`src/rtl/rdr_pkg.sv`:
```
// Shared types, constants and codes for the radix divide and reformat block.
package rdr_pkg;

    localparam int DIGIT_W    = 7;
    localparam int RADIX_W    = 7;
    localparam int DIV_W      = 63;
    localparam int WIDTH_W    = 7;
    localparam int CFG_IDX_W  = 2;
    localparam int CFG_DATA_W = DIV_W;
    localparam int BUF_AW     = 6;
    localparam int REM_W      = DIV_W + 1;

    localparam int MAX_OUT_DIGITS_DEF = 64;
    localparam int VALUE_BITS_DEF     = 64;

    localparam logic [RADIX_W-1:0] RADIX_RST     = 7'd10;
    localparam logic [DIV_W-1:0]   DIVISOR_RST   = 63'd1;
    localparam logic [WIDTH_W-1:0] OUT_WIDTH_RST = 7'd8;

    // Register indexes on the configuration channel
    localparam logic [CFG_IDX_W-1:0] CFG_RADIX     = 2'd0;
    localparam logic [CFG_IDX_W-1:0] CFG_DIVISOR   = 2'd1;
    localparam logic [CFG_IDX_W-1:0] CFG_OUT_WIDTH = 2'd2;

    typedef struct packed {
        logic [DIGIT_W-1:0] digit_in;
        logic               digit_last;
    } in_item_t;

    typedef struct packed {
        logic [DIGIT_W-1:0] digit_out;
        logic               out_last;
        logic               overflowed;
    } out_item_t;

    typedef enum logic [2:0] {
        ST_IDLE,
        ST_MUL,
        ST_DIV,
        ST_CONV,
        ST_EMIT
    } state_t;

    // Digit buffer write port
    typedef struct packed {
        logic               en;
        logic [BUF_AW-1:0]  addr;
        logic [DIGIT_W-1:0] data;
    } buf_wr_t;

    // Start of one readout burst
    typedef struct packed {
        logic               go;
        logic [WIDTH_W-1:0] count;
        logic               ovf;
    } emit_cmd_t;

endpackage

```
`src/rtl/radix_divide_and_reformat.sv`:
```
// Top level: serial radix accumulate, divide by divisor, reformat into quotient digits.
//
//  channel   | handshake            | payload              | direction
//  ----------+----------------------+----------------------+----------
//  input     | start / busy         | item   (in_item_t)   | in
//  result    | strobe (one cycle)   | result (out_item_t)  | out
//  config    | cfg_valid / cfg_ready| cfg_index, cfg_data  | in
//
// Flow: a digit not marked last is accepted, then folded in by 7 shift-add
// steps over the radix bits. A last digit adds a restoring division, then per
// quotient digit a serial division by the radix (skipped once the remaining
// quotient is zero), then a drain of the digit buffer through the readout.
// Reset clears control state and the accumulator at once; no clearing pass.
// start is ignored while busy; the receiver cannot stall the result strobe.
module radix_divide_and_reformat #(
    parameter int MAX_OUT_DIGITS = rdr_pkg::MAX_OUT_DIGITS_DEF,
    parameter int VALUE_BITS     = rdr_pkg::VALUE_BITS_DEF
) (
    input  logic                           clk,
    input  logic                           rst_n,
    input  logic                           start,
    output logic                           busy,
    input  rdr_pkg::in_item_t              item,
    output logic                           strobe,
    output rdr_pkg::out_item_t             result,
    input  logic                           cfg_valid,
    output logic                           cfg_ready,
    input  logic [rdr_pkg::CFG_IDX_W-1:0]  cfg_index,
    input  logic [rdr_pkg::CFG_DATA_W-1:0] cfg_data
);
    import rdr_pkg::*;

    localparam int AW     = (MAX_OUT_DIGITS > 1) ? $clog2(MAX_OUT_DIGITS) : 1;
    localparam int PROD_W = VALUE_BITS + RADIX_W;
    localparam int BIT_W  = $clog2(VALUE_BITS);
    localparam int MUL_W  = $clog2(RADIX_W);

    // Control and configuration state
    state_t             state_reg, state_next;
    logic [RADIX_W-1:0] radix_reg, radix_next;
    logic [DIV_W-1:0]   divisor_reg, divisor_next;
    logic [WIDTH_W-1:0] width_reg, width_next;
    logic [VALUE_BITS-1:0] value_reg, value_next;
    logic               ovf_reg, ovf_next;
    logic [MUL_W-1:0]   mul_cnt_reg, mul_cnt_next;
    logic [BIT_W-1:0]   bit_cnt_reg, bit_cnt_next;
    logic [AW-1:0]      wr_addr_reg, wr_addr_next;

    // Datapath registers
    logic [DIGIT_W-1:0] digit_reg, digit_next;
    logic               last_reg, last_next;
    logic [PROD_W-1:0]  prod_reg, prod_next;
    logic [REM_W-1:0]   rem_reg, rem_next;
    logic [RADIX_W-1:0] drem_reg, drem_next;

    logic [RADIX_W-1:0] r_eff;
    logic [DIV_W-1:0]   div_eff;
    logic [WIDTH_W-1:0] w_eff;

    logic [PROD_W-1:0]  prod_step;
    logic [REM_W-1:0]   div_shift, div_ext, div_rem;
    logic               div_ge;
    logic [RADIX_W:0]   cv_shift, cv_ext, cv_diff;
    logic [RADIX_W-1:0] cv_rem;
    logic               cv_ge;

    buf_wr_t   wr;
    emit_cmd_t cmd;
    logic      emit_pending;

    // Substitute legal values for out-of-range settings
    assign r_eff   = (radix_reg < RADIX_W'(2)) ? RADIX_W'(2) : radix_reg;
    assign div_eff = (divisor_reg == '0) ? DIV_W'(1) : divisor_reg;
    assign w_eff   = (width_reg == '0) ? WIDTH_W'(1) :
                     (width_reg > WIDTH_W'(MAX_OUT_DIGITS)) ? WIDTH_W'(MAX_OUT_DIGITS) :
                     width_reg;

    // One shift-add step of value * radix, radix bits taken MSB first;
    // the incoming digit joins on the final step
    assign prod_step = {prod_reg[PROD_W-2:0], 1'b0}
                     + (r_eff[mul_cnt_reg] ? PROD_W'(value_reg) : PROD_W'(0))
                     + ((mul_cnt_reg == '0) ? PROD_W'(digit_reg) : PROD_W'(0));

    // One restoring step of value / divisor; the remainder stays below 2^63
    assign div_shift = {rem_reg[REM_W-2:0], value_reg[VALUE_BITS-1]};
    assign div_ext   = {1'b0, div_eff};
    assign div_ge    = div_shift >= div_ext;
    assign div_rem   = div_ge ? (div_shift - div_ext) : div_shift;

    // One restoring step of quotient / radix on a narrow remainder
    assign cv_shift = {drem_reg, value_reg[VALUE_BITS-1]};
    assign cv_ext   = {1'b0, r_eff};
    assign cv_ge    = cv_shift >= cv_ext;
    assign cv_diff  = cv_shift - cv_ext;
    assign cv_rem   = cv_ge ? cv_diff[RADIX_W-1:0] : cv_shift[RADIX_W-1:0];

    assign busy      = (state_reg != ST_IDLE);
    assign cfg_ready = !busy;

    always_comb
    begin
        logic               digit_done;
        logic [RADIX_W-1:0] digit_val;

        state_next   = state_reg;
        radix_next   = radix_reg;
        divisor_next = divisor_reg;
        width_next   = width_reg;
        value_next   = value_reg;
        ovf_next     = ovf_reg;
        mul_cnt_next = mul_cnt_reg;
        bit_cnt_next = bit_cnt_reg;
        wr_addr_next = wr_addr_reg;
        digit_next   = digit_reg;
        last_next    = last_reg;
        prod_next    = prod_reg;
        rem_next     = rem_reg;
        drem_next    = drem_reg;
        wr           = '0;
        cmd          = '0;
        digit_done   = 1'b0;
        digit_val    = '0;

        if (cfg_valid && cfg_ready)
        begin
            case (cfg_index)
                CFG_RADIX:     radix_next   = cfg_data[RADIX_W-1:0];
                CFG_DIVISOR:   divisor_next = cfg_data[DIV_W-1:0];
                CFG_OUT_WIDTH: width_next   = cfg_data[WIDTH_W-1:0];
                default:       ;
            endcase
        end

        case (state_reg)
            ST_IDLE:
            begin
                if (start)
                begin
                    digit_next   = item.digit_in;
                    last_next    = item.digit_last;
                    prod_next    = '0;
                    mul_cnt_next = MUL_W'(RADIX_W - 1);
                    state_next   = ST_MUL;
                end
            end

            ST_MUL:
            begin
                prod_next = prod_step;
                if (mul_cnt_reg == '0)
                begin
                    // keep the low bits, flag anything above them as a wrap
                    value_next = prod_step[VALUE_BITS-1:0];
                    ovf_next   = ovf_reg | (|prod_step[PROD_W-1:VALUE_BITS]);
                    if (last_reg)
                    begin
                        bit_cnt_next = BIT_W'(VALUE_BITS - 1);
                        rem_next     = '0;
                        state_next   = ST_DIV;
                    end
                    else
                    begin
                        state_next = ST_IDLE;
                    end
                end
                else
                begin
                    mul_cnt_next = mul_cnt_reg - MUL_W'(1);
                end
            end

            ST_DIV:
            begin
                // quotient bits shift in where dividend bits shift out
                rem_next   = div_rem;
                value_next = {value_reg[VALUE_BITS-2:0], div_ge};
                if (bit_cnt_reg == '0)
                begin
                    bit_cnt_next = BIT_W'(VALUE_BITS - 1);
                    drem_next    = '0;
                    wr_addr_next = AW'(w_eff - WIDTH_W'(1));
                    state_next   = ST_CONV;
                end
                else
                begin
                    bit_cnt_next = bit_cnt_reg - BIT_W'(1);
                end
            end

            ST_CONV:
            begin
                if ((bit_cnt_reg == BIT_W'(VALUE_BITS - 1)) && (value_reg == '0))
                begin
                    // nothing left of the quotient: this digit and all above are zero
                    digit_done = 1'b1;
                    digit_val  = '0;
                end
                else
                begin
                    drem_next  = cv_rem;
                    value_next = {value_reg[VALUE_BITS-2:0], cv_ge};
                    if (bit_cnt_reg == '0)
                    begin
                        digit_done = 1'b1;
                        digit_val  = cv_rem;
                    end
                    else
                    begin
                        bit_cnt_next = bit_cnt_reg - BIT_W'(1);
                    end
                end

                if (digit_done)
                begin
                    // store digits least significant first, from the top address down
                    wr.en        = 1'b1;
                    wr.addr      = BUF_AW'(wr_addr_reg);
                    wr.data      = digit_val;
                    drem_next    = '0;
                    bit_cnt_next = BIT_W'(VALUE_BITS - 1);
                    if (wr_addr_reg == '0)
                    begin
                        cmd.go     = 1'b1;
                        cmd.count  = w_eff;
                        cmd.ovf    = ovf_reg;
                        ovf_next   = 1'b0;
                        value_next = '0;
                        state_next = ST_EMIT;
                    end
                    else
                    begin
                        wr_addr_next = wr_addr_reg - AW'(1);
                    end
                end
            end

            ST_EMIT:
            begin
                if (!emit_pending)
                begin
                    state_next = ST_IDLE;
                end
            end

            default:
            begin
                state_next = ST_IDLE;
            end
        endcase
    end

    always_ff @(posedge clk or negedge rst_n)
    begin
        if (!rst_n)
        begin
            state_reg   <= ST_IDLE;
            radix_reg   <= RADIX_RST;
            divisor_reg <= DIVISOR_RST;
            width_reg   <= OUT_WIDTH_RST;
            value_reg   <= '0;
            ovf_reg     <= 1'b0;
            mul_cnt_reg <= '0;
            bit_cnt_reg <= '0;
            wr_addr_reg <= '0;
        end
        else
        begin
            state_reg   <= state_next;
            radix_reg   <= radix_next;
            divisor_reg <= divisor_next;
            width_reg   <= width_next;
            value_reg   <= value_next;
            ovf_reg     <= ovf_next;
            mul_cnt_reg <= mul_cnt_next;
            bit_cnt_reg <= bit_cnt_next;
            wr_addr_reg <= wr_addr_next;
        end
    end

    always_ff @(posedge clk)
    begin
        digit_reg <= digit_next;
        last_reg  <= last_next;
        prod_reg  <= prod_next;
        rem_reg   <= rem_next;
        drem_reg  <= drem_next;
    end

    rdr_outbuf #(
        .MAX_OUT_DIGITS (MAX_OUT_DIGITS)
    ) u_outbuf (
        .clk     (clk),
        .rst_n   (rst_n),
        .wr      (wr),
        .cmd     (cmd),
        .strobe  (strobe),
        .result  (result),
        .pending (emit_pending)
    );

    // Results leave only during the readout burst
    a_strobe_in_emit: assert property (@(posedge clk) disable iff (!rst_n)
        strobe |-> (state_reg == ST_EMIT))
        else $error("result strobe outside readout");

    // The next number starts from a clean accumulator and overflow flag
    a_clean_after_number: assert property (@(posedge clk) disable iff (!rst_n)
        (state_reg == ST_EMIT) |-> ((value_reg == '0) && !ovf_reg))
        else $error("accumulator not cleared after number");

    // Nothing follows the final digit of a quotient
    a_last_ends_burst: assert property (@(posedge clk) disable iff (!rst_n)
        (strobe && result.out_last) |=> !strobe)
        else $error("result after final digit");

    // An accepted transaction always enters the multiply-add
    a_accept_to_mul: assert property (@(posedge clk) disable iff (!rst_n)
        (start && !busy) |=> (state_reg == ST_MUL))
        else $error("accepted digit not processed");

endmodule

```
`src/rtl/rdr_outbuf.sv`:
```
// Quotient digit buffer and most-significant-first readout sequencer.
module rdr_outbuf #(
    parameter int MAX_OUT_DIGITS = rdr_pkg::MAX_OUT_DIGITS_DEF
) (
    input  logic               clk,
    input  logic               rst_n,
    input  rdr_pkg::buf_wr_t   wr,
    input  rdr_pkg::emit_cmd_t cmd,
    output logic               strobe,
    output rdr_pkg::out_item_t result,
    output logic               pending
);
    import rdr_pkg::*;

    localparam int AW    = (MAX_OUT_DIGITS > 1) ? $clog2(MAX_OUT_DIGITS) : 1;
    localparam int CNT_W = $clog2(MAX_OUT_DIGITS + 1);

    logic [DIGIT_W-1:0] mem [MAX_OUT_DIGITS];
    logic [DIGIT_W-1:0] rd_data_reg;

    logic             active_reg, active_next;
    logic             strobe_reg, strobe_next;
    logic             last_reg, last_next;
    logic             ovf_reg, ovf_next;
    logic [AW-1:0]    rd_addr_reg, rd_addr_next;
    logic [CNT_W-1:0] left_reg, left_next;

    always_ff @(posedge clk)
    begin
        if (wr.en)
        begin
            mem[wr.addr[AW-1:0]] <= wr.data;
        end
        if (active_reg)
        begin
            rd_data_reg <= mem[rd_addr_reg];
        end
    end

    always_comb
    begin
        active_next  = active_reg;
        rd_addr_next = rd_addr_reg;
        left_next    = left_reg;
        ovf_next     = ovf_reg;
        strobe_next  = active_reg;
        last_next    = active_reg && (left_reg == CNT_W'(1));
        if (cmd.go)
        begin
            active_next  = 1'b1;
            rd_addr_next = '0;
            left_next    = cmd.count[CNT_W-1:0];
            ovf_next     = cmd.ovf;
        end
        else if (active_reg)
        begin
            // advance one digit per cycle, drop out after the final one
            rd_addr_next = rd_addr_reg + AW'(1);
            left_next    = left_reg - CNT_W'(1);
            if (left_reg == CNT_W'(1))
            begin
                active_next = 1'b0;
            end
        end
    end

    always_ff @(posedge clk or negedge rst_n)
    begin
        if (!rst_n)
        begin
            active_reg <= 1'b0;
            strobe_reg <= 1'b0;
        end
        else
        begin
            active_reg <= active_next;
            strobe_reg <= strobe_next;
        end
    end

    always_ff @(posedge clk)
    begin
        rd_addr_reg <= rd_addr_next;
        left_reg    <= left_next;
        last_reg    <= last_next;
        ovf_reg     <= ovf_next;
    end

    assign strobe  = strobe_reg;
    assign pending = active_reg || strobe_reg;
    assign result  = '{digit_out: rd_data_reg, out_last: last_reg, overflowed: ovf_reg};

endmodule

```
`config.mk`:
```
export PLATFORM = sky130hd
export DESIGN_NAME = radix_divide_and_reformat
export DESIGN_NICKNAME = d
export VERILOG_FILES = /design/src/rtl/rdr_pkg.sv /design/src/rtl/radix_divide_and_reformat.sv /design/src/rtl/rdr_outbuf.sv
export SDC_FILE = /design/constraint.sdc
export NUM_CORES = 1
export LEC_CHECK = 0
export BUFFER_PORTS_ARGS = -buffer_cell sky130_fd_sc_hd__buf_2
export CAP_MARGIN = 20
export CORE_UTILIZATION = 57
export DETAILED_ROUTE_END_ITERATION = 8
export MAX_ROUTING_LAYER = met4
export PLACE_DENSITY = 0.8
export SLEW_MARGIN = 0
export SYNTH_ARGS = -nofsm -noshare
export SYNTH_HDL_FRONTEND = slang
export SYNTH_SLANG_ARGS = --single-unit
```
`constraint.sdc`:
```
create_clock -name clk -period 7.58 [get_ports clk]
set_input_delay 0.379 -clock clk [delete_from_list [all_inputs] [get_ports clk]]
set_output_delay 0.379 -clock clk [all_outputs]
set_load 0.005 [all_outputs]
```
==> tab_implementation.tex <==
\begin{tabular}{lr}
\hline
Metric & Value \\
\hline
\multicolumn{2}{l}{\textbf{Power and ir drop}} \\
\quad Peak ir drop on the vdd network & 0.000314 V \\
\quad Leakage power & 0.0181 uW \\
\quad Clk network pwr share & 0.183 \\
\quad Overall power after layout & 22,200 uW \\
\quad Ratio of total power to cell area & 481 nW/um2 \\
\quad Net switching power figure & 9580 uW \\
\quad Proportion of power drawn by flip-flops and latches & 0.295 \\
\quad Cell-internal power & 12,600 uW \\
\quad Switching share of power & 0.432 \\
\quad Gate power share & 0.522 \\
\multicolumn{2}{l}{\textbf{Min path}} \\
\quad Worst hold path type & input pin to register \\
\quad Capture endpoint of the worst hold path & radix\_reg[6] \\
\quad Launch point of the worst hold path & cfg\_data[6] \\
\quad Number of cells on the worst hold path & 3 \\
\multicolumn{2}{l}{\textbf{STA}} \\
\quad TNS Setup & 0 ns \\
\quad Final critical path time including I/O delays and setup & 6.14 ns \\
\quad Setup repair after global routing missed its margin & no \\
\quad Count of final max-slew check failures & 0 \\
\quad Smallest hold slack & 0.0277 ns \\
\quad Fmax & 163 MHz \\
\quad Finish-stage setup viols & 0 \\
\quad Slew @ Worst Pin & 1.19 ns \\
\quad Ratio of final minimum period to clock period & 0.810 \\
\quad Setup Skew & 0.0548 ns \\
\quad Worst rel slew slack & 0.201 \\
\quad Total count of hold-check failures in the final report & 0 \\
\multicolumn{2}{l}{\textbf{Floorplan}} \\
\quad Area of the die & 73,800 um2 \\
\quad Number of standard-cell rows in the floorplan & 98 \\
\quad Core Region & 71,700 um2 \\
\quad Die span in x & 272 um \\
\quad Initial core utilization & 0.578 \\
\quad Die H & 272 um \\
\quad I/O pin count & 89 \\
\multicolumn{2}{l}{\textbf{CTS}} \\
\quad Buffer count from post-CTS setup fixing & 0 \\
\quad Root Driver & sky130\_fd\_sc\_hd\_\_clkbuf\_16 \\
\quad Sinks on Clock Net & 780 \\
\quad Worst-path clk slew & 0.06 ns \\
\quad Clock tree from TritonCTS & built \\
\quad Number of clock buffers inserted by TritonCTS & 80 \\
\quad Largest buffer count on any clock path & 3 \\
\quad Worst skew pair latency & 0.68 ns \\
\quad Level count of the clock H-tree & 3 \\
\multicolumn{2}{l}{\textbf{Run}} \\
\quad \# Max-Cap Violations & 0 \\
\multicolumn{2}{l}{\textbf{Logic synthesis}} \\
\quad Average footprint of a synthesized cell & 12.5 um2 \\
\quad EDFF count, synth & 611 \\
\quad Largest cells by area after synthesis & sky130\_fd\_sc\_hd\_\_edfxtp\_1 44\%, sky130\_fd\_sc\_hd\_\_dfrtp\_1 9.5\%, sky130\_fd\_sc\_hd\_\_mux4\_2 8.0\% \\
\quad Post-synthesis cell count & 3,323 \\
\quad Number of warnings printed during yosys synthesis & 0 \\
\quad Cell area after technology mapping & 41,500 um2 \\
\quad Portion of synthesized cell area occupied by the leading cell type & 0.442 \\
\quad Dominant register cell in the synthesized netlist & sky130\_fd\_sc\_hd\_\_edfxtp\_1 \\
\quad Number of library cell types mapped by synthesis & 103 \\
\quad Total nets after synthesis & 3,610 \\
\quad Fraction of the yosys area taken by sequential cells & 0.544 \\
\quad Post-synthesis register bit count & 780 \\
\quad Fraction of registers with async set or reset after synthesis & 0.208 \\
\quad Biggest area consumer among synthesized cells & sky130\_fd\_sc\_hd\_\_edfxtp\_1 \\
\multicolumn{2}{l}{\textbf{Critical path}} \\
\quad R2R cell count & 21 \\
\quad Maximum fanout along the worst path & 57 \\
\quad Worst R2R End & ovf\_reg \\
\quad CP cell instances & nor4\_1 -> nand3\_1 -> and2\_1 -> mux4\_2 -> o21ai\_4 -> buf\_4 -> nor2b\_1 -> ha\_1 -> ha\_1 -> fa\_1 -> a211oi\_2 -> o211ai\_1 -> a31oi\_1 -> nor3\_1 -> o21ai\_0 -> nand2\_1 -> a41oi\_1 -> nor2\_1 -> o31ai\_1 -> and4b\_1 -> a311oi\_1 \\
\quad Cell family contributing the most delay on the critical path & compound AO/OA/AOI/OAI gates \\
\quad R2r setup slk & 1.44 ns \\
\quad Startpoint of the lowest-slack register-to-register path & radix\_reg[4] \\
\quad Nature of the critical path startpoint & register \\
\quad Category of the critical setup timing path & register to register \\
\quad Slowest cell on crit path & sky130\_fd\_sc\_hd\_\_buf\_4 \\
\quad CP Data Required Time & 8.07 ns \\
\quad Highest cell delay on the worst timing path & 0.62 ns \\
\quad Crit path buf inv count & 1 \\
\quad Crit path DAT & 6.63 ns \\
\quad Category of the worst setup path capture point & register \\
\quad Most common cell type on the critical path & sky130\_fd\_sc\_hd\_\_ha\_1 \\
\multicolumn{2}{l}{\textbf{Global routing}} \\
\quad Pin count of the biggest net entering global routing & 93 \\
\quad Number of antenna violations at the first check in global routing & 1 \\
\quad Overall overflow remaining after global route & 0 \\
\quad GR Util All Layers & 0.295 \\
\quad Number of global-route vias before repair & 28,280 \\
\quad Wire length of the first global-routing pass & 164,000 um \\
\multicolumn{2}{l}{\textbf{Detailed routing}} \\
\quad DR DRC count & 0 \\
\quad Detailed-route vias per instance & 6.45 \\
\quad Routed WL per cell & 23.9 um \\
\quad First DRT Iteration DRCs & 3,011 \\
\quad Detailed-route via count & 28,563 \\
\quad Number of routed nets with antenna violations & 0 \\
\quad Total detailed-routing wirelength & 106,000 um \\
\quad TritonRoute pass-1 iters & 7 \\
\multicolumn{2}{l}{\textbf{Finish}} \\
\quad Relative area change from synthesis to final layout & 11.2\% \\
\quad Fraction of layout cells with a size suffix above 1 & 0.161 \\
\quad Nets & 3,700 \\
\quad Flip-flop count of the largest register, all copies and words added & 448 \\
\multicolumn{2}{l}{\textbf{Place}} \\
\quad Weighted congestion reported at the end of routability-driven placement & 0.989 \\
\quad Final HPWL from detailed placement & 65,800 um \\
\quad Port buffer count & 88 \\
\multicolumn{2}{l}{\textbf{Status}} \\
\quad Outcome & complete, no violations \\
\hline
\end{tabular}
-- power groups by stage --
stage | sequential (uW) | combinational, uW | clock (uW)
6_report | 6540 | 11600 | 4060
5_1_grt | 6640 | 12700 | 4250
3_5_place_dp | 6570 | 11300 | 0
3_3_place_gp | 6550 | 11100 | 0
4_1_cts | 6510 | 11400 | 4090
2_1_floorplan | 6130 | 9130 | 0
-- layer usage --
metal	up-vias	GRT usage	wire, um
met5	-	-	0
met1	14123	0.382	41900
met2	1456	0.468	51200
li1	12697	-	-
met3	287	0.0517	8840
met4	0	0.111	3870
-- worst max path at each step --
stage | cells after the start | startpoint | endpoint
2_1_floorplan | 21 | radix_reg[4] | prod_reg[63]
3_5_place_dp | 21 | radix_reg[4] | ovf_reg
6_report | 21 | radix_reg[4] | ovf_reg
3_3_place_gp | 21 | radix_reg[4] | ovf_reg
4_1_cts | 21 | radix_reg[4] | ovf_reg
5_1_grt | 21 | radix_reg[4] | ovf_reg
-- metrics by stage --
step / instance area [um2] / util / std cells / setup slack [ns]
2_1_floorplan: 41500 / - / 3323 / 2.24
3_3_place_gp: 42700 / 0.595 / 4211 / 1.69
3_5_place_dp: 42700 / 0.595 / 4212 / 1.51
4_1_cts: 46000 / 0.642 / 4424 / 1.47
5_1_grt: 46100 / 0.643 / 4428 / 1.10
6_report: 46100 / 0.643 / 4429 / 1.44
-- worst register-to-register path, delay by kind of cell, from the launching register on --
family | cells | cell delay [ns]
adder cells (fa/ha/maj) | 3 | 0.86
multiplexers | 1 | 0.48
AND/OR/NAND/NOR | 8 | 1.46
flip-flops | 1 | 0.39
buffers and inverters | 1 | 0.63
AO/OA/AOI/OAI | 8 | 2.15
-- cells in the mapped netlist (7+ instances only) --
| master | n |
|---|---|
| sky130_fd_sc_hd__a211oi_1 | 15 |
| sky130_fd_sc_hd__a211oi_2 | 9 |
| sky130_fd_sc_hd__a21boi_0 | 9 |
| sky130_fd_sc_hd__a21o_1 | 86 |
| sky130_fd_sc_hd__a21oi_1 | 187 |
| sky130_fd_sc_hd__a221oi_1 | 11 |
| sky130_fd_sc_hd__a22o_1 | 7 |
| sky130_fd_sc_hd__a31oi_1 | 49 |
| sky130_fd_sc_hd__and2_1 | 40 |
| sky130_fd_sc_hd__and3_1 | 25 |
| sky130_fd_sc_hd__and4_1 | 8 |
| sky130_fd_sc_hd__buf_1 | 14 |
| sky130_fd_sc_hd__buf_2 | 28 |
| sky130_fd_sc_hd__buf_4 | 8 |
| sky130_fd_sc_hd__clkbuf_1 | 120 |
| sky130_fd_sc_hd__dfrtp_1 | 158 |
| sky130_fd_sc_hd__dfxtp_1 | 7 |
| sky130_fd_sc_hd__edfxtp_1 | 611 |
| sky130_fd_sc_hd__fa_1 | 9 |
| sky130_fd_sc_hd__ha_1 | 201 |
| sky130_fd_sc_hd__inv_1 | 106 |
| sky130_fd_sc_hd__mux2_2 | 77 |
| sky130_fd_sc_hd__mux2i_1 | 51 |
| sky130_fd_sc_hd__mux4_2 | 148 |
| sky130_fd_sc_hd__nand2_1 | 212 |
| sky130_fd_sc_hd__nand2b_1 | 26 |
| sky130_fd_sc_hd__nand3_1 | 40 |
| sky130_fd_sc_hd__nand4_1 | 38 |
| sky130_fd_sc_hd__nand4b_1 | 8 |
| sky130_fd_sc_hd__nor2_1 | 347 |
| sky130_fd_sc_hd__nor2b_1 | 86 |
| sky130_fd_sc_hd__nor3_1 | 33 |
| sky130_fd_sc_hd__nor4_1 | 37 |
| sky130_fd_sc_hd__o2111ai_1 | 7 |
| sky130_fd_sc_hd__o211ai_1 | 19 |
| sky130_fd_sc_hd__o21a_1 | 16 |
| sky130_fd_sc_hd__o21ai_0 | 126 |
| sky130_fd_sc_hd__o21ai_1 | 22 |
| sky130_fd_sc_hd__o21bai_1 | 22 |
| sky130_fd_sc_hd__o31ai_1 | 16 |
| sky130_fd_sc_hd__or3_1 | 15 |
| sky130_fd_sc_hd__xnor2_1 | 67 |
| sky130_fd_sc_hd__xor2_1 | 72 |
-- layout by cell type, fill, tap and decap left out, drive strengths merged, types with 72 or more instances in the layout --
cell type and n:
a21o 86, a21oi 193, buf 122, clkbuf 100, dfrtp 158, edfxtp 611
ha 201, inv 108, mux2 77, mux4 148, nand2 212, nor2 347
nor2b 86, o21ai 154, xor2 72
-- area by class of cell --
cell class | count | area (um2)
fillers | 5066 | 25600
flip-flops and latches | 780 | 22600
multi-input cells | 2258 | 17900
clock buffers | 100 | 2190
repair buffers | 187 | 1390
well taps | 950 | 1190
clock inverters | 47 | 523
inverters | 106 | 398
diodes | 1 | 2.50
-- logic make-up (layout without fill, tap and decap cells) --
group / Yosys count / after routing / synth area share
adders and majority gates: 210 / 210 / 0.0650
xor gates and xnor gates: 139 / 139 / 0.0294
AOI/OAI and AO/OA: 687 / 687 / 0.111
DFF: 780 / 780 / 0.544
other: 0 / 1 / 0
and+or+nand+nor: 946 / 946 / 0.109
buffers and inverters: 285 / 440 / 0.0284
muxes: 276 / 276 / 0.114
-- timing repair --
| item | in CTS | in global routing |
|---|---|---|
| endpoints found under the hold margin | 107 | 0 |
| gates resized for setup | 0 | 0 |
| hold buffers | 65 | 0 |
(Power assumes the default switching activity.)
